### config.mk
export PLATFORM = sky130hd
export DESIGN_NAME = key_debounce_event_queue_flat
export DESIGN_NICKNAME = d
export VERILOG_FILES = /design/src/hdl/kdeq_pkg.sv /design/src/hdl/kdeq_if.sv /design/src/hdl/kdeq_ram.sv /design/src/hdl/kdeq_csr.sv /design/src/hdl/key_debounce_event_queue.sv /design/src/flat_wrapper.sv
export SDC_FILE = /design/constraint.sdc
export NUM_CORES = 1
export LEC_CHECK = 0
export ABC_AREA = 1
export BUFFER_PORTS_ARGS = -buffer_cell sky130_fd_sc_hd__buf_2
export CELL_PAD_IN_SITES_DETAIL_PLACEMENT = 2
export CELL_PAD_IN_SITES_GLOBAL_PLACEMENT = 2
export CORE_MARGIN = 4
export CORE_UTILIZATION = 30
export DETAILED_ROUTE_END_ITERATION = 10
export PLACE_DENSITY = 0.66
export SYNTH_ARGS = -nofsm -noshare
export SYNTH_HDL_FRONTEND = slang
export SYNTH_HIERARCHICAL = 1
export SYNTH_SLANG_ARGS = --single-unit
### constraint.sdc
create_clock -name clock -period 4.9 [get_ports clock]
set_input_delay 0 -clock clock [delete_from_list [all_inputs] [get_ports clock]]
set_output_delay 0 -clock clock [all_outputs]
set_load 0.02 [all_outputs]
### src/hdl/kdeq_pkg.sv
// kdeq_pkg: shared constants and types of the key debounce event queue
// no dependencies
package kdeq_pkg;

   localparam int PORT_KEYS = 12;
   localparam int KEY_W     = 4;
   localparam int CNT_W     = 8;
   localparam int EVT_W     = 5;
   localparam int ADDR_W    = 3;
   localparam int DATA_W    = 32;

   localparam logic [CNT_W-1:0] DEBOUNCE_RESET = 8'd20;

   // register index, taken from the word address
   localparam logic REG_DEBOUNCE = 1'b0;

   localparam logic KIND_TICK = 1'b0;
   localparam logic KIND_POP  = 1'b1;

   typedef struct packed {
      logic             pressed;
      logic [KEY_W-1:0] key;
   } evt_type;

endpackage

### src/hdl/kdeq_if.sv
// kdeq_req_if, kdeq_rsp_if: valid/ready channels of the key debounce event queue
// no dependencies
interface kdeq_req_if;
   logic        valid;
   logic        ready;
   logic        kind;
   logic [11:0] pin_levels;

   modport source (output valid, kind, pin_levels, input ready);
   modport sink (input valid, kind, pin_levels, output ready);
endinterface

interface kdeq_rsp_if;
   logic        valid;
   logic        ready;
   logic        event_valid;
   logic [3:0]  event_key;
   logic        event_pressed;
   logic [11:0] stable_keys;

   modport source (output valid, event_valid, event_key, event_pressed, stable_keys,
                   input ready);
   modport sink (input valid, event_valid, event_key, event_pressed, stable_keys,
                 output ready);
endinterface

### src/hdl/kdeq_ram.sv
// kdeq_ram: generic single write port ram with registered read
// no dependencies
module kdeq_ram #(
   parameter int WIDTH = 5,
   parameter int DEPTH = 16
) (
   input  logic                     clock,
   input  logic                     wr_en,
   input  logic [$clog2(DEPTH)-1:0] wr_addr,
   input  logic [WIDTH-1:0]         wr_data,
   input  logic [$clog2(DEPTH)-1:0] rd_addr,
   output logic [WIDTH-1:0]         rd_data
);

   logic [WIDTH-1:0] mem [DEPTH];
   logic [WIDTH-1:0] rd_data_ff;

   always_ff @(posedge clock) begin
      if (wr_en) begin
         mem[wr_addr] <= wr_data;
      end
      rd_data_ff <= mem[rd_addr];
   end

   assign rd_data = rd_data_ff;

endmodule

### src/hdl/kdeq_csr.sv
// kdeq_csr: apb register file holding the debounce limit
// depends on kdeq_pkg
module kdeq_csr import kdeq_pkg::*; (
   input  logic              clock,
   input  logic              reset,
   input  logic              psel,
   input  logic              penable,
   input  logic              pwrite,
   input  logic [ADDR_W-1:0] paddr,
   input  logic [DATA_W-1:0] pwdata,
   output logic [DATA_W-1:0] prdata,
   output logic              pready,
   output logic [CNT_W-1:0]  debounce_ticks
);

   logic [CNT_W-1:0] ticks_ff;
   logic [CNT_W-1:0] ticks_in;
   logic             wr_hit;

   assign pready = 1'b1;
   assign wr_hit = psel && penable && pwrite && pready;

   always_comb begin
      ticks_in = ticks_ff;
      if (wr_hit) begin
         unique case (paddr[ADDR_W-1])
            REG_DEBOUNCE: ticks_in = pwdata[CNT_W-1:0];
            default:      ticks_in = ticks_ff;
         endcase
      end
   end

   always_ff @(posedge clock) begin
      if (reset) begin
         ticks_ff <= DEBOUNCE_RESET;
      end else begin
         ticks_ff <= ticks_in;
      end
   end

   always_comb begin
      unique case (paddr[ADDR_W-1])
         REG_DEBOUNCE: prdata = {{(DATA_W-CNT_W){1'b0}}, ticks_ff};
         default:      prdata = '0;
      endcase
   end

   assign debounce_ticks = ticks_ff;

endmodule

### src/hdl/key_debounce_event_queue.sv
// key_debounce_event_queue: whole-port key debouncer with an event ring
// depends on kdeq_pkg, kdeq_if, kdeq_ram, kdeq_csr
//
//   port    dir     kind       transfer
//   req     in      valid/rdy  kind, pin_levels
//   rsp     out     valid/rdy  event_valid, event_key, event_pressed, stable_keys
//   csr_*   in/out  apb        debounce_ticks at word 0
//
// a tick is answered from idle, or after a key scan when the stable state
// changes: the sequencer steps one key per cycle through the change mask
// a pop of a filled ring passes through ST_POP for the registered ram read;
// a pop of an empty ring is answered from idle with no event
// one item at a time; req is held off until the result has been transferred
// synchronous reset clears counters, stable state and ring pointers
module key_debounce_event_queue import kdeq_pkg::*; #(
   parameter int NUM_KEYS   = 12,
   parameter int RING_DEPTH = 16
) (
   input  logic              clock,
   input  logic              reset,
   kdeq_req_if.sink          req,
   kdeq_rsp_if.source        rsp,
   input  logic              csr_psel,
   input  logic              csr_penable,
   input  logic              csr_pwrite,
   input  logic [ADDR_W-1:0] csr_paddr,
   input  logic [DATA_W-1:0] csr_pwdata,
   output logic [DATA_W-1:0] csr_prdata,
   output logic              csr_pready
);

   localparam int NK = (NUM_KEYS < PORT_KEYS) ? NUM_KEYS : PORT_KEYS;
   localparam int KM = (1 << NK) - 1;
   localparam logic [PORT_KEYS-1:0] KEYS_MASK = PORT_KEYS'(KM);
   localparam logic [KEY_W-1:0]     LAST_KEY  = KEY_W'(NK - 1);
   localparam int AW = $clog2(RING_DEPTH);
   localparam logic [AW-1:0] LAST_SLOT = AW'(RING_DEPTH - 1);

   localparam logic [1:0] ST_IDLE = 2'd0;
   localparam logic [1:0] ST_SCAN = 2'd1;
   localparam logic [1:0] ST_POP  = 2'd2;

   logic [1:0]           state_ff, state_in;
   logic [PORT_KEYS-1:0] last_ff, last_in;
   logic [CNT_W-1:0]     count_ff, count_in;
   logic [PORT_KEYS-1:0] stable_ff, stable_in;
   logic [PORT_KEYS-1:0] changed_ff, changed_in;
   logic [KEY_W-1:0]     key_ff, key_in;
   logic [AW-1:0]        head_ff, head_in;
   logic [AW-1:0]        tail_ff, tail_in;
   logic                 rsp_valid_ff, rsp_valid_in;
   logic                 evt_valid_ff, evt_valid_in;
   evt_type              evt_ff, evt_in;
   logic [PORT_KEYS-1:0] rsp_stable_ff, rsp_stable_in;

   logic [CNT_W-1:0]     debounce_ticks;
   logic [PORT_KEYS-1:0] sample;
   logic [CNT_W-1:0]     count_inc;
   logic [AW-1:0]        head_next;
   logic [AW-1:0]        tail_next;
   logic                 take;
   logic                 ring_full;
   logic                 wr_en;
   evt_type              wr_evt;
   logic [EVT_W-1:0]     rd_data;
   evt_type              rd_evt;

   kdeq_csr u_csr (
      .clock          (clock),
      .reset          (reset),
      .psel           (csr_psel),
      .penable        (csr_penable),
      .pwrite         (csr_pwrite),
      .paddr          (csr_paddr),
      .pwdata         (csr_pwdata),
      .prdata         (csr_prdata),
      .pready         (csr_pready),
      .debounce_ticks (debounce_ticks)
   );

   kdeq_ram #(
      .WIDTH (EVT_W),
      .DEPTH (RING_DEPTH)
   ) u_ring (
      .clock   (clock),
      .wr_en   (wr_en),
      .wr_addr (head_ff),
      .wr_data (wr_evt),
      .rd_addr (tail_ff),
      .rd_data (rd_data)
   );

   assign rd_evt    = evt_type'(rd_data);
   assign req.ready = (state_ff == ST_IDLE) && !rsp_valid_ff;
   assign take      = req.valid && req.ready;
   assign sample    = ~req.pin_levels & KEYS_MASK;
   assign count_inc = count_ff + 1'b1;
   assign head_next = (head_ff == LAST_SLOT) ? '0 : head_ff + 1'b1;
   assign tail_next = (tail_ff == LAST_SLOT) ? '0 : tail_ff + 1'b1;
   assign ring_full = head_next == tail_ff;
   assign wr_en     = (state_ff == ST_SCAN) && changed_ff[key_ff] && !ring_full;
   assign wr_evt.pressed = stable_ff[key_ff];
   assign wr_evt.key     = key_ff;

   always_comb begin
      state_in      = state_ff;
      last_in       = last_ff;
      count_in      = count_ff;
      stable_in     = stable_ff;
      changed_in    = changed_ff;
      key_in        = key_ff;
      head_in       = head_ff;
      tail_in       = tail_ff;
      rsp_valid_in  = rsp_valid_ff && !rsp.ready;
      evt_valid_in  = evt_valid_ff;
      evt_in        = evt_ff;
      rsp_stable_in = rsp_stable_ff;

      unique case (state_ff)
         ST_IDLE: begin
            if (take) begin
               evt_valid_in  = 1'b0;
               evt_in        = '0;
               rsp_stable_in = stable_ff;
               rsp_valid_in  = 1'b1;
               if (req.kind == KIND_TICK) begin
                  if (sample != last_ff) begin
                     last_in  = sample;
                     count_in = '0;
                  end else if (count_ff < debounce_ticks) begin
                     count_in = count_inc;
                     if (count_inc == debounce_ticks && sample != stable_ff) begin
                        changed_in    = sample ^ stable_ff;
                        stable_in     = sample;
                        key_in        = '0;
                        rsp_valid_in  = 1'b0;
                        state_in      = ST_SCAN;
                     end
                  end
               end else if (head_ff != tail_ff) begin
                  rsp_valid_in = 1'b0;
                  state_in     = ST_POP;
               end
            end
         end
         ST_SCAN: begin
            if (wr_en) begin
               head_in = head_next;
            end
            key_in = key_ff + 1'b1;
            if (key_ff == LAST_KEY) begin
               rsp_stable_in = stable_ff;
               rsp_valid_in  = 1'b1;
               state_in      = ST_IDLE;
            end
         end
         ST_POP: begin
            evt_valid_in = 1'b1;
            evt_in       = rd_evt;
            tail_in      = tail_next;
            rsp_valid_in = 1'b1;
            state_in     = ST_IDLE;
         end
         default: begin
            state_in = ST_IDLE;
         end
      endcase
   end

   always_ff @(posedge clock) begin
      if (reset) begin
         state_ff     <= ST_IDLE;
         last_ff      <= '0;
         count_ff     <= '0;
         stable_ff    <= '0;
         head_ff      <= '0;
         tail_ff      <= '0;
         rsp_valid_ff <= 1'b0;
      end else begin
         state_ff     <= state_in;
         last_ff      <= last_in;
         count_ff     <= count_in;
         stable_ff    <= stable_in;
         head_ff      <= head_in;
         tail_ff      <= tail_in;
         rsp_valid_ff <= rsp_valid_in;
      end
   end

   always_ff @(posedge clock) begin
      changed_ff    <= changed_in;
      key_ff        <= key_in;
      evt_valid_ff  <= evt_valid_in;
      evt_ff        <= evt_in;
      rsp_stable_ff <= rsp_stable_in;
   end

   assign rsp.valid         = rsp_valid_ff;
   assign rsp.event_valid   = evt_valid_ff;
   assign rsp.event_key     = evt_ff.key;
   assign rsp.event_pressed = evt_ff.pressed;
   assign rsp.stable_keys   = rsp_stable_ff;

   a_no_overfill: assert property (@(posedge clock) disable iff (reset)
      wr_en |=> head_ff != tail_ff)
      else $error("ring write made the ring look empty");

   a_pop_nonempty: assert property (@(posedge clock) disable iff (reset)
      (take && req.kind == KIND_POP && head_ff != tail_ff) |=> state_ff == ST_POP)
      else $error("pop of a filled ring did not read the ring");

   a_busy_no_rsp: assert property (@(posedge clock) disable iff (reset)
      state_ff != ST_IDLE |-> !rsp_valid_ff)
      else $error("result offered while an item is still in work");

   a_stable_on_take: assert property (@(posedge clock) disable iff (reset)
      !take |=> $stable(stable_ff))
      else $error("stable state changed without an accepted tick");

   a_scan_no_pop: assert property (@(posedge clock) disable iff (reset)
      state_ff == ST_SCAN |=> $stable(tail_ff))
      else $error("ring tail moved during a key scan");

endmodule
### src/flat_wrapper.sv
// flat-port wrapper written by rule: the top's interface ports become plain ports
module key_debounce_event_queue_flat import kdeq_pkg::*;
#(
   parameter int NUM_KEYS   = 12,
   parameter int RING_DEPTH = 16
)
  (clock, reset, csr_psel, csr_penable, csr_pwrite, csr_paddr, csr_pwdata, csr_prdata, csr_pready, req_valid, req_kind, req_pin_levels, req_ready, rsp_valid, rsp_event_valid, rsp_event_key, rsp_event_pressed, rsp_stable_keys, rsp_ready);
  kdeq_req_if req_i ();
  kdeq_rsp_if rsp_i ();
  input  logic clock;
  input  logic reset;
  input  logic csr_psel;
  input  logic csr_penable;
  input  logic csr_pwrite;
  input  logic [ADDR_W-1:0] csr_paddr;
  input  logic [DATA_W-1:0] csr_pwdata;
  output logic [DATA_W-1:0] csr_prdata;
  output logic csr_pready;
  input wire logic [$bits(req_i.valid)-1:0] req_valid;
  input wire logic [$bits(req_i.kind)-1:0] req_kind;
  input wire logic [$bits(req_i.pin_levels)-1:0] req_pin_levels;
  output wire logic [$bits(req_i.ready)-1:0] req_ready;
  output wire logic [$bits(rsp_i.valid)-1:0] rsp_valid;
  output wire logic [$bits(rsp_i.event_valid)-1:0] rsp_event_valid;
  output wire logic [$bits(rsp_i.event_key)-1:0] rsp_event_key;
  output wire logic [$bits(rsp_i.event_pressed)-1:0] rsp_event_pressed;
  output wire logic [$bits(rsp_i.stable_keys)-1:0] rsp_stable_keys;
  input wire logic [$bits(rsp_i.ready)-1:0] rsp_ready;
  assign req_i.valid = req_valid;
  assign req_i.kind = req_kind;
  assign req_i.pin_levels = req_pin_levels;
  assign req_ready = req_i.ready;
  assign rsp_valid = rsp_i.valid;
  assign rsp_event_valid = rsp_i.event_valid;
  assign rsp_event_key = rsp_i.event_key;
  assign rsp_event_pressed = rsp_i.event_pressed;
  assign rsp_stable_keys = rsp_i.stable_keys;
  assign rsp_i.ready = rsp_ready;
  key_debounce_event_queue #(.NUM_KEYS(NUM_KEYS), .RING_DEPTH(RING_DEPTH)) u_core (.clock(clock), .reset(reset), .req(req_i), .rsp(rsp_i), .csr_psel(csr_psel), .csr_penable(csr_penable), .csr_pwrite(csr_pwrite), .csr_paddr(csr_paddr), .csr_pwdata(csr_pwdata), .csr_prdata(csr_prdata), .csr_pready(csr_pready));
endmodule
Word level (Yosys, flattened, before mapping). Memory sizes are Yosys's and may differ from the RTL's. A register that Yosys moved wholly into a read port is not among the register bits. Cells that the tools add are included.

Output and inout bits: 53. Bits in registers: 85. Logic and storage cells: 110. Memories kept: 1. Bits in writable memories: 80. Input port bits: 55.

Memories: u_core.u_ring.mem (words 16, bits a word 5, rd ports 1, clocked after memory_dff 1, wr ports 1, RTL line kdeq_ram.sv:15) `logic [WIDTH-1:0] mem [DEPTH];`.

Equality and inequality tests: 20. Muxes and demuxes: 40. Reduce and logical (&&, ||, !) cells: 24. Add/sub/neg operators: 4. $lt $le $gt $ge: 2. Bitwise operators: 5.

Operator list (count): 4-bit two-way mux (7); 12-bit two-way mux (2); 8-bit two-way mux (3); 12-bit != test (2); 12-bit one-hot mux with 2 select lines (1); 6-bit AND reduction (3); 2-bit two-way mux (7); 4-bit by 1-bit adder with 4-bit output (second input constant) (3); 4-bit equality test (second input constant) (3); 1-bit two-way mux (12); 3-bit != test (second input constant) (4); 12-bit inverter (1); 12-bit XOR (1); 2-bit != test (second input constant) (5); 5-bit one-hot mux with 2 select lines (1); 8-bit by 1-bit adder with 8-bit output (second input constant) (1); 1-bit binary-select mux with 4-bit select (2); 8-bit equality test (1); 1-bit logical AND (8); 8-bit < comparator (1); 4-bit one-hot mux with 2 select lines (1); 4-bit AND reduction (2); 2-bit AND reduction (3); 2-bit nonzero test (3); other kinds (14) (18).

Depth between registers and ports, before layout. Gate-level depths: netlist of the first run.

Depth after elaboration: 9. Mapped depth: 14. Mapped depth without buffers: 14.

Hierarchy. The synthesis of the first run kept the hierarchy.

Modules (own cells, without submodules): key_debounce_event_queue (seq. area each 1881.8 um^2, area each 4175.3 um^2, instances 1, cells an instance 531); kdeq_ram (seq. area each 2502.4 um^2, area each 3691.0 um^2, instances 1, cells an instance 355); kdeq_csr (seq. area each 160.2 um^2, area each 653.1 um^2, instances 1, cells an instance 97).

Worst setup path before layout of the first run. OpenSTA, ideal clock, no wires.

Kind: register -> register. Start point: register u_core.key_ff[0]. End point: memory u_core.u_ring.mem[12][0], enable pin. Arrival time: 1.936 ns. Stages on the path, launching flop included: 11. Period minus slack after synthesis: 2.275 ns. Library setup time: 0.340 ns. Buffers on the path: 1. Path slack: 2.625 ns. Path through: edfxtp_1 inv_1 buf_2 nor2_1 o211ai_1 o211ai_1 nand2_1 nand3_1 inv_1 nand3_1 nor2_1.

Word-level cells in the longest chain between the ends: 6.

Ends and longest elaborated chain: start, declared (RTL line key_debounce_event_queue.sv:48) `logic [KEY_W-1:0] key_ff, key_in;`; start signal, assigned (RTL line key_debounce_event_queue.sv:192) `key_ff <= key_in;`; 1-bit binary-select mux with 4-bit select (RTL line key_debounce_event_queue.sv:101) `assign wr_en = (state_ff == ST_SCAN) && changed_ff[key_ff] && !ring_full;`; 1-bit two-way mux (not written as such) (RTL line key_debounce_event_queue.sv:101); 1-bit logical AND (2 in series) (RTL line key_debounce_event_queue.sv:101); net u_core.wr_en (RTL line key_debounce_event_queue.sv:63) `logic wr_en;`; 1-bit two-way mux (RTL line kdeq_ram.sv:19) `if (wr_en) begin`; 1-bit two-way mux (not written as such) (RTL line kdeq_ram.sv:20) `mem[wr_addr] <= wr_data;`; end, declared (RTL line kdeq_ram.sv:15).

The timed path passes the listed nets, and every way through them passes these cells. The select of a mux whose other input is x is not followed.

Final worst setup path of the first run.
Start point: register u_core.key_ff[0]. End point: memory u_core.u_ring.mem[6][0], enable pin.

Same word-level chain as after synthesis.

==> metrics.md, run 1 <==
| Metric | Value |
|---|---|
| Unrepaired setup endpoints after global routing | `no` |
| Min Tclk post-route | `3.17 ns` |
| WP data required | `4.97 ns` |
| Peak per-stage delay on the critical path | `0.62 ns` |
| Ports | `108` |
| Synthesized flop and latch total | `170` |
| Worst clock skew | `0.0124 ns` |
| CTS resizes | `0` |
| Clock tree buffer depth | `2` |
| Sum Neg Setup Slack | `0 ns` |
| Die extent in x | `177 um` |
| Clock transition at path regs | `0.07 ns` |
| Worst Setup Start Kind | `flip-flop` |
| Met2 wire length | `12,800 um` |
| Vias in the first global route | `7,230` |
| Post-synth EDFFs | `114` |
| Port bufs | `56` |
| DRC errors left | `0` |
| Drt initial violations | `284` |
| CTS H-tree depth | `4` |
| CTS tree | `built` |
| CP Class | `reg2reg` |
| # clock sinks | `170` |
| PwrDens | `around 310 mW/mm2` |
| Vias per inst | `4.58` |
| Initial Utilization | `30.5%` |
| Worst endpoint data arrival time | `roughly 3.2 ns` |
| CTS Buf Count | `17` |
| XOR/XNOR share of the synthesized area | `under 10%` |
| Hold slack final | `0.0415 ns` |
| DR top layer | `met4` |
| Worst-skew pair later-pin latency | `0.43 ns` |
| Final #Nets | `1,133` |
| Tot GR Track Use | `16.0%` |
| Simple-gate share of the synthesized area | `23.1%` |
| Hold Crit Class | `in2reg` |
| Commonest cells in the netlist | `nand2_1, inv_1, edfxtp_1, nor2_1, nand3_1` |
| Layout cells sized above 1 | `roughly 15%` |
| Worst-Margin Slew | `1.21 ns` |
| Site Rows | `61` |
| DRT antenna net count | `0` |
| Pre-antenna DRT Iters | `4` |
| Most frequent cell after synthesis | `nand2_1` |
| Die ar. | `slightly above 0.03 mm2` |
| Asr flop ratio synth | `0%` |
| Layout area overhead | `16.5%` |
| Post-synthesis adder-cell area fraction | `about 1.8%` |
| Warning count from the yosys run | `6` |
| Synth Area in Compound Gates | `7.11%` |
| Peak Freq | `0.316 GHz` |
| Crit-path leading delay family | `simple AND/OR/NAND/NOR gates` |
| Largest net degree at the start of global routing | `46` |
| Die Height | `177 um` |
| Cell Chain, Critical Path | `buf_4, inv_1, nor2_1, o211ai_1, o211ai_1, nand2_1, nand3_1, inv_1, nand3b_1, nor2_1` |
| Gpl congestion | `0.736` |
| Fin crit share | `64.6%` |
| Final Util | `between 30% and 40%` |
| Core area | `0.0279 mm2` |
| Most area-hungry cell type in the Yosys netlist | `edfxtp_1` |
| Metal3 WL | `a little under 500 um` |
| Mux cell area share after synthesis | `0%` |
| Worst path slowest cell | `edfxtp_1` |
| Final-report hold violation count | `0` |
| Leak | `4.27 nW` |
| Top cell type's share of synthesized area | `about 40%` |
| Grt ovf | `0` |
| Slew Viols, Final | `0` |
| Worst slew margin | `18.9%` |
| CP Max Fanout | `20` |
| Critical path endpoint category | `flip-flop` |
| Mean Syn Cell Area | `8.67 um2` |
| Max-cap check violation count | `0` |
| M1 WL | `~11,000 um` |
| CTS Root Cell | `clkbuf_16` |
| WL final | `24,200 um` |
| Routed WL per cell | `16.6 um` |
| # diodes | `0` |
| Synth area leaders | `edfxtp_1, dfxtp_1, nand2_1` |
| First-pass GRT wire length | `between 30,000 and 40,000 um` |
| Main combinational cell family by area after synthesis | `simple AND/OR/NAND/NOR gates` |
| Synth unique cells | `47` |
| Worst vdd ir | `0.171 mV` |
| Via count | `6,675` |
| Final setup fails | `0` |
| Status | `complete, no violations` |
| Sequential-to-total area share from yosys stat | `between 50 and 60%` |
| Mapped cell area | `0.00852 mm2` |
| Antenna violations before repair | `0` |
| CP bufs+invs | `3` |
| DPL Wire Length | `16,800 um` |
| Most used flip-flop cell after synthesis | `edfxtp_1` |
| Cell count after synthesis | `983` |
==> worst min-delay path, cell delays in order <==
cell,delay [ns]
buf_2,0.12
inv_1,0.09
nor2_4,0.06
nand2_1,0.08
nand2_1,0.05
nand3_1,0.05
==> cell type report <==
cell class | instances | area [um2]
well taps | 378 | 473
fillers | 3177 | 18000
inverters | 165 | 626
clock buffers | 19 | 453
clock inverters | 13 | 135
repair buffers | 91 | 621
multi-input cells | 621 | 3070
flip-flops and latches | 170 | 4550
==> worst paths after layout <==
| kind | startpoint | slack (ns) | cells after the start | end |
|---|---|---|---|---|
| min reg2reg | u_core/stable_ff[9] | 0.48 | 0 | u_core/rsp.stable_keys[9] |
| max reg2reg | u_core/key_ff[0] | 1.73 | 10 | u_core/u_ring/mem[6][0] |
| min | csr_psel | 0.04 | 6 | u_core/u_csr/debounce_ticks[4] |
| max | u_core/key_ff[0] | 1.73 | 10 | u_core/u_ring/mem[6][0] |
==> cell usage in the layout, fill, tap and decap left out, types with 6 or more instances in the layout <==
cell,synthesis,routed
nand2_1,207,207
inv_1,124,124
edfxtp_1,114,114
nor2_1,107,107
nand3_1,90,90
buf_2,7,56
dfxtp_1,56,55
o21ai_0,49,49
a21oi_1,42,42
inv_2,37,37
dlygate4sd3_1,0,31
conb_1,2,25
clkbuf_16,0,17
xor2_1,14,14
ha_1,12,12
xnor2_1,10,10
nand2_2,10,10
nor2_2,9,9
nand4_1,6,6
==> registers in the layout, summed over array words and instances, names as in the netlist <==
register                     flops
u_core/changed_ff               12
u_core/count_ff                  8
u_core/head_ff                   4
u_core/key_ff                    4
u_core/last_ff                  12
u_core/rsp.event_key             4
u_core/rsp.event_pressed         1
u_core/rsp.event_valid           1
u_core/rsp.stable_keys          12
u_core/rsp.valid                 1
u_core/stable_ff                12
u_core/state_ff                  2
u_core/tail_ff                   4
u_core/u_csr/debounce_ticks      8
u_core/u_ring/mem               80
u_core/u_ring/rd_data            5
==> logic make-up (layout without fill, tap and decap cells) <==
logic type	Yosys count	after routing
simple gates	448	448
buf+inv	215	288
fa+ha+maj	12	12
xor+xnor	26	26
other cells	2	25
flops	170	170
compound gates	110	110
==> routing by layer <==
metal	vias to the layer above	global-route usage (%)
met2	74	29.6
li1	3280	-
met4	0	4.06
met3	16	2.18
met5	-	0
met1	3305	19.4
==> power breakdown <==
| part | switching (mW) | internal, mW |
|---|---|---|
| combinational | 0.138 | 0.0743 |
| sequential | 0.0180 | 1.54 |
| clock | 0.612 | 0.741 |
==> repair_timing <==
action | CTS | global route
buffers inserted | 0 | 0
hold buffers | 31 | 0
endpoints found under the hold margin | 41 | 0
setup endpoints to repair | 0 | 0
==> per-stage QoR <==
stage               instance area, um2  total power [mW]  setup WS (ns)  cells
floorplan                         8610              1.73           2.62   1006
global placement                  9020              1.78           1.79   1394
detailed placement                9020              1.78           1.71   1394
CTS                               9920              3.18           1.69   1457
global route                      9920              3.26           1.38   1457
finish                            9920              3.12           1.73   1457
No activity file was read; power rests on OpenSTA's default activity.
==> run 2: changes to the inputs <==
--- a/config.mk
+++ b/config.mk
@@ -5,14 +5,14 @@
 export SDC_FILE = /design/constraint.sdc
 export NUM_CORES = 1
 export LEC_CHECK = 0
-export ABC_AREA = 1
+export ABC_AREA = 0
 export BUFFER_PORTS_ARGS = -buffer_cell sky130_fd_sc_hd__buf_2
 export CELL_PAD_IN_SITES_DETAIL_PLACEMENT = 2
 export CELL_PAD_IN_SITES_GLOBAL_PLACEMENT = 2
 export CORE_MARGIN = 4
 export CORE_UTILIZATION = 30
 export DETAILED_ROUTE_END_ITERATION = 10
-export PLACE_DENSITY = 0.66
+export PLACE_DENSITY = 0.6
 export SYNTH_ARGS = -nofsm -noshare
 export SYNTH_HDL_FRONTEND = slang
 export SYNTH_HIERARCHICAL = 1
==> constraint.sdc (replaced) <==
create_clock -name clock -period 3.29 [get_ports clock]
set_input_delay 0 -clock clock [delete_from_list [all_inputs] [get_ports clock]]
set_output_delay 0 -clock clock [all_outputs]
set_load 0.02 [all_outputs]
==> run 2 against run 1 <==
Via count down 23%; critical path depth is 3 lower; worst setup slack got worse by 1.5 ns; maximum frequency rose by 4.4%; synthesized area decreased by 8.2%; worst hold slack better by 0.0040 ns; first-iteration DRC count is 19% lower; routed wire length fell by 15%; combinational power grew 8%; highest routed layer unchanged; sequential cell count unchanged.
==> metrics.md, run 2 <==
| Metric | Value |
|---|---|
| Status | `complete, no violations (unchanged)` |
| Clock transition at path regs | `0.06 ns (was 0.07 ns)` |
| CTS H-tree depth | `4 (unchanged)` |
| Die extent in x | `169 um (was 177 um)` |
| Flip-flop count of the largest register after layout | `80 (unchanged)` |
| Worst-skew pair later-pin latency | `0.43 ns (about the same)` |
| Clock power share | `43.6% (was 43.4%)` |
| Mux cell area share after synthesis | `9.13% (was 0%)` |
| Layout cells sized above 1 | `23.7% (was 15.0%)` |
| Worst clock skew | `0.0139 ns (was 0.0124 ns)` |
| Reg power frac | `51.3% (was 49.8%)` |
| Tot GR Track Use | `14.8% (was 16.0%)` |
| Worst Setup Start Kind | `flip-flop (unchanged)` |
| Largest net degree at the start of global routing | `34 (was 46)` |
| Drt initial violations | `231 (was 284)` |
| Top cell type's share of synthesized area | `43.8% (was 40.2%)` |
| Crit-path leading delay family | `simple AND/OR/NAND/NOR gates (unchanged)` |
| Most frequent cells in the layout | `edfxtp_1, buf_2, dfxtp_1 (was nand2_1, inv_1, edfxtp_1)` |
| Mapped cell area | `0.00782 mm2 (was 0.00852 mm2)` |
| Commonest cells in the netlist | `edfxtp_1, dfxtp_1, nor2_1, xnor2_1, buf_4 (was nand2_1, inv_1, edfxtp_1, nor2_1, nand3_1)` |
| Slew Viols, Final | `0 (unchanged)` |
| Worst endpoint data arrival time | `3.10 ns (was 3.23 ns)` |
| Pre-antenna DRT Iters | `7 (was 4)` |
| CP bufs+invs | `1 (was 3)` |
| Layout area overhead | `18.4% (was 16.5%)` |
| Max-cap check violation count | `0 (unchanged)` |
| Core area | `0.0254 mm2 (was 0.0279 mm2)` |
| Synth Area in Compound Gates | `9.48% (was 7.11%)` |
| Hold Crit Class | `in2reg (unchanged)` |
| Fin crit share | `92.2% (was 64.6%)` |
| Simple-gate share of the synthesized area | `11.9% (was 23.1%)` |
| Leak | `3.37 nW (was 4.27 nW)` |
| DPL Wire Length | `14,500 um (was 16,800 um)` |
| Via count | `5,107 (was 6,675)` |
| Antenna violations before repair | `0 (unchanged)` |
| Worst-Margin Slew | `0.651 ns (was 1.21 ns)` |
| Die ar. | `0.0287 mm2 (was 0.0312 mm2)` |
| WP data required | `3.36 ns (was 4.97 ns)` |
| Mean Syn Cell Area | `13.1 um2 (was 8.67 um2)` |
| CTS tree | `built (unchanged)` |
| Worst vdd ir | `0.348 mV (was 0.171 mV)` |
| Final-report hold violation count | `0 (unchanged)` |
| Most frequent cell after synthesis | `edfxtp_1 (was nand2_1)` |
| Cell count after synthesis | `596 (was 983)` |
| Sw Share | `23.1% (was 24.6%)` |
| Min Tclk post-route | `3.03 ns (was 3.17 ns)` |
| XOR/XNOR share of the synthesized area | `4.48% (was 3.01%)` |
| Post-synth EDFFs | `114 (unchanged)` |
| WL final | `20,500 um (was 24,200 um)` |
| Synth unique cells | `59 (was 47)` |
| Sum Neg Setup Slack | `0 ns (unchanged)` |
| Synth area leaders | `edfxtp_1, dfxtp_1, mux4_2 (was edfxtp_1, dfxtp_1, nand2_1)` |
| Clock tree buffer depth | `2 (unchanged)` |
| Final #Nets | `759 (was 1,133)` |
| Dpl cell area | `0.00848 mm2 (was 0.00902 mm2)` |
| DRC errors left | `0 (unchanged)` |
| Sequential-to-total area share from yosys stat | `58.1% (was 53.3%)` |
| Main combinational cell family by area after synthesis | `simple AND/OR/NAND/NOR gates (unchanged)` |
| CP Max Fanout | `9 (was 20)` |
| CTS resizes | `0 (unchanged)` |
| Synthesized flop and latch total | `170 (unchanged)` |
| Post-route cell area | `0.00926 mm2 (was 0.00992 mm2)` |
| DRT antenna net count | `0 (unchanged)` |
| Routed WL per cell | `19.8 um (was 16.6 um)` |
| Critical path endpoint category | `flip-flop (unchanged)` |
| Unrepaired setup endpoints after global routing | `no (unchanged)` |
| Gpl congestion | `0.767 (was 0.736)` |
| Worst slew margin | `56.4% (was 18.9%)` |
| Initial Utilization | `30.8% (was 30.5%)` |
| Most area-hungry cell type in the Yosys netlist | `edfxtp_1 (unchanged)` |
| CTS Root Cell | `clkbuf_16 (unchanged)` |
| Internal power | `3.44 mW (was 2.35 mW)` |
| Vias in the first global route | `5,824 (was 7,230)` |
| Asr flop ratio synth | `0% (unchanged)` |
| Peak Freq | `0.330 GHz (was 0.316 GHz)` |
| Peak per-stage delay on the critical path | `0.57 ns (was 0.62 ns)` |
| Worst path slowest cell | `edfxtp_1 (unchanged)` |
| Vias per inst | `4.93 (was 4.58)` |
| CTS Buf Count | `17 (unchanged)` |
| # clock sinks | `170 (unchanged)` |
| Commonest non-fill, non-tap cell in the layout | `edfxtp_1 (was nand2_1)` |
| # diodes | `0 (unchanged)` |
| CP Class | `reg2reg (unchanged)` |
| Sw power | `1.04 mW (was 0.768 mW)` |
| Most used flip-flop cell after synthesis | `edfxtp_1 (unchanged)` |
| Port bufs | `56 (unchanged)` |
| Site Rows | `58 (was 61)` |
| Largest register by flop count | `u_core/u_ring/mem (unchanged)` |
| Cell Chain, Critical Path | `mux2i_1, and3_1, o41ai_1, o211ai_1, inv_1, or3b_2, nor2_1 (was buf_4, inv_1, nor2_1, o211ai_1, o211ai_1, nand2_1, nand3_1, inv_1, nand3b_1, nor2_1)` |
| Final setup fails | `0 (unchanged)` |
| Post-synthesis adder-cell area fraction | `1.92% (was 1.76%)` |
| Die Height | `169 um (was 177 um)` |
| Ports | `108 (unchanged)` |
| First-pass GRT wire length | `33,200 um (was 38,800 um)` |
| PwrDens | `483 mW/mm2 (was 314 mW/mm2)` |
| Gate power share | `5.1% (was 6.8%)` |
| Grt ovf | `0 (unchanged)` |
| Warning count from the yosys run | `6 (unchanged)` |
-- run 2: cell count changes after synthesis, sizes merged, moves of 20 or more --
cell,change
inv,-149
o21ai,-39
nand2,-201
nand2b,+20
nand3,-76
nor2,-69
mux4,+25
a21oi,-21
a211oi,+20
-- run 2: area by class of cell --
type | count | area, um2
inverters | 13 | 48.8
flip-flops and latches | 170 | 4540
repair buffers | 106 | 711
multi-input cells | 384 | 2980
well taps | 330 | 413
clock inverters | 12 | 116
clock buffers | 20 | 447
fillers | 2645 | 16100
-- run 2: repair_timing --
item	in CTS	in global routing
hold buffers	22	0
buffers inserted	0	0
endpoints found under the hold margin	39	0
-- run 2: final timing paths --
path              slack [ns]  depth (start not counted)                 endpoint                startpoint
setup / recovery        0.26                          7  u_core/u_ring/mem[1][3]          u_core/key_ff[1]
hold / removal          0.05                          3         u_core/rsp.valid                 rsp_ready
setup reg to reg        0.26                          7  u_core/u_ring/mem[1][3]          u_core/key_ff[1]
hold reg to reg         0.51                          1  u_core/rsp.event_key[1]  u_core/u_ring/rd_data[1]
-- run 2: cell families after synthesis --
kind of cell	Yosys count
multiplexers	40
buffers and inverters	65
AO/OA/AOI/OAI	99
XOR/XNOR	40
adder cells (fa/ha/maj)	12
other	2
flip-flops	170
AND/OR/NAND/NOR	168
-- run 2: routing by layer --
metal  routed length (um)  global-route usage (%)  up-vias
met4                  244                    3.36        0
li1                     -                       -     2394
met3                  531                    3.21       16
met5                    0                       0        -
met1                 8950                    18.2     2615
met2                10700                    26.9       82
-- run 2: stage by stage --
step | hold slack, ns | utilization (%) | std cells | total power, mW | setup slack [ns]
floorplan | 0.0931 | - | 619 | 2.50 | 0.184
global placement | 0.261 | 33.4 | 981 | 2.55 | 0.337
detailed placement | 0.273 | 33.4 | 981 | 2.56 | 0.208
CTS | 0.0184 | 36.5 | 1035 | 4.53 | 0.198
global route | 0.0504 | 36.5 | 1035 | 4.65 | 0.00196
finish | 0.0454 | 36.5 | 1035 | 4.48 | 0.257
-- run 2: worst reg2reg max path, stage by stage, from the launching register on --
cell and delay (ns):
edfxtp_1 0.57, mux2i_1 0.19, and3_1 0.20, o41ai_1 0.44, o211ai_1 0.18, inv_1 0.17
or3b_2 0.51, nor2_1 0.41
-- run 2: power groups by stage --
stage	Sequential, mW	Combinational [mW]	Clock [mW]
6_report	2.30	0.230	1.95
5_1_grt	2.30	0.252	2.10
4_1_cts	2.30	0.231	2.00
2_1_floorplan	2.36	0.139	0
3_5_place_dp	2.35	0.210	0
3_3_place_gp	2.34	0.203	0
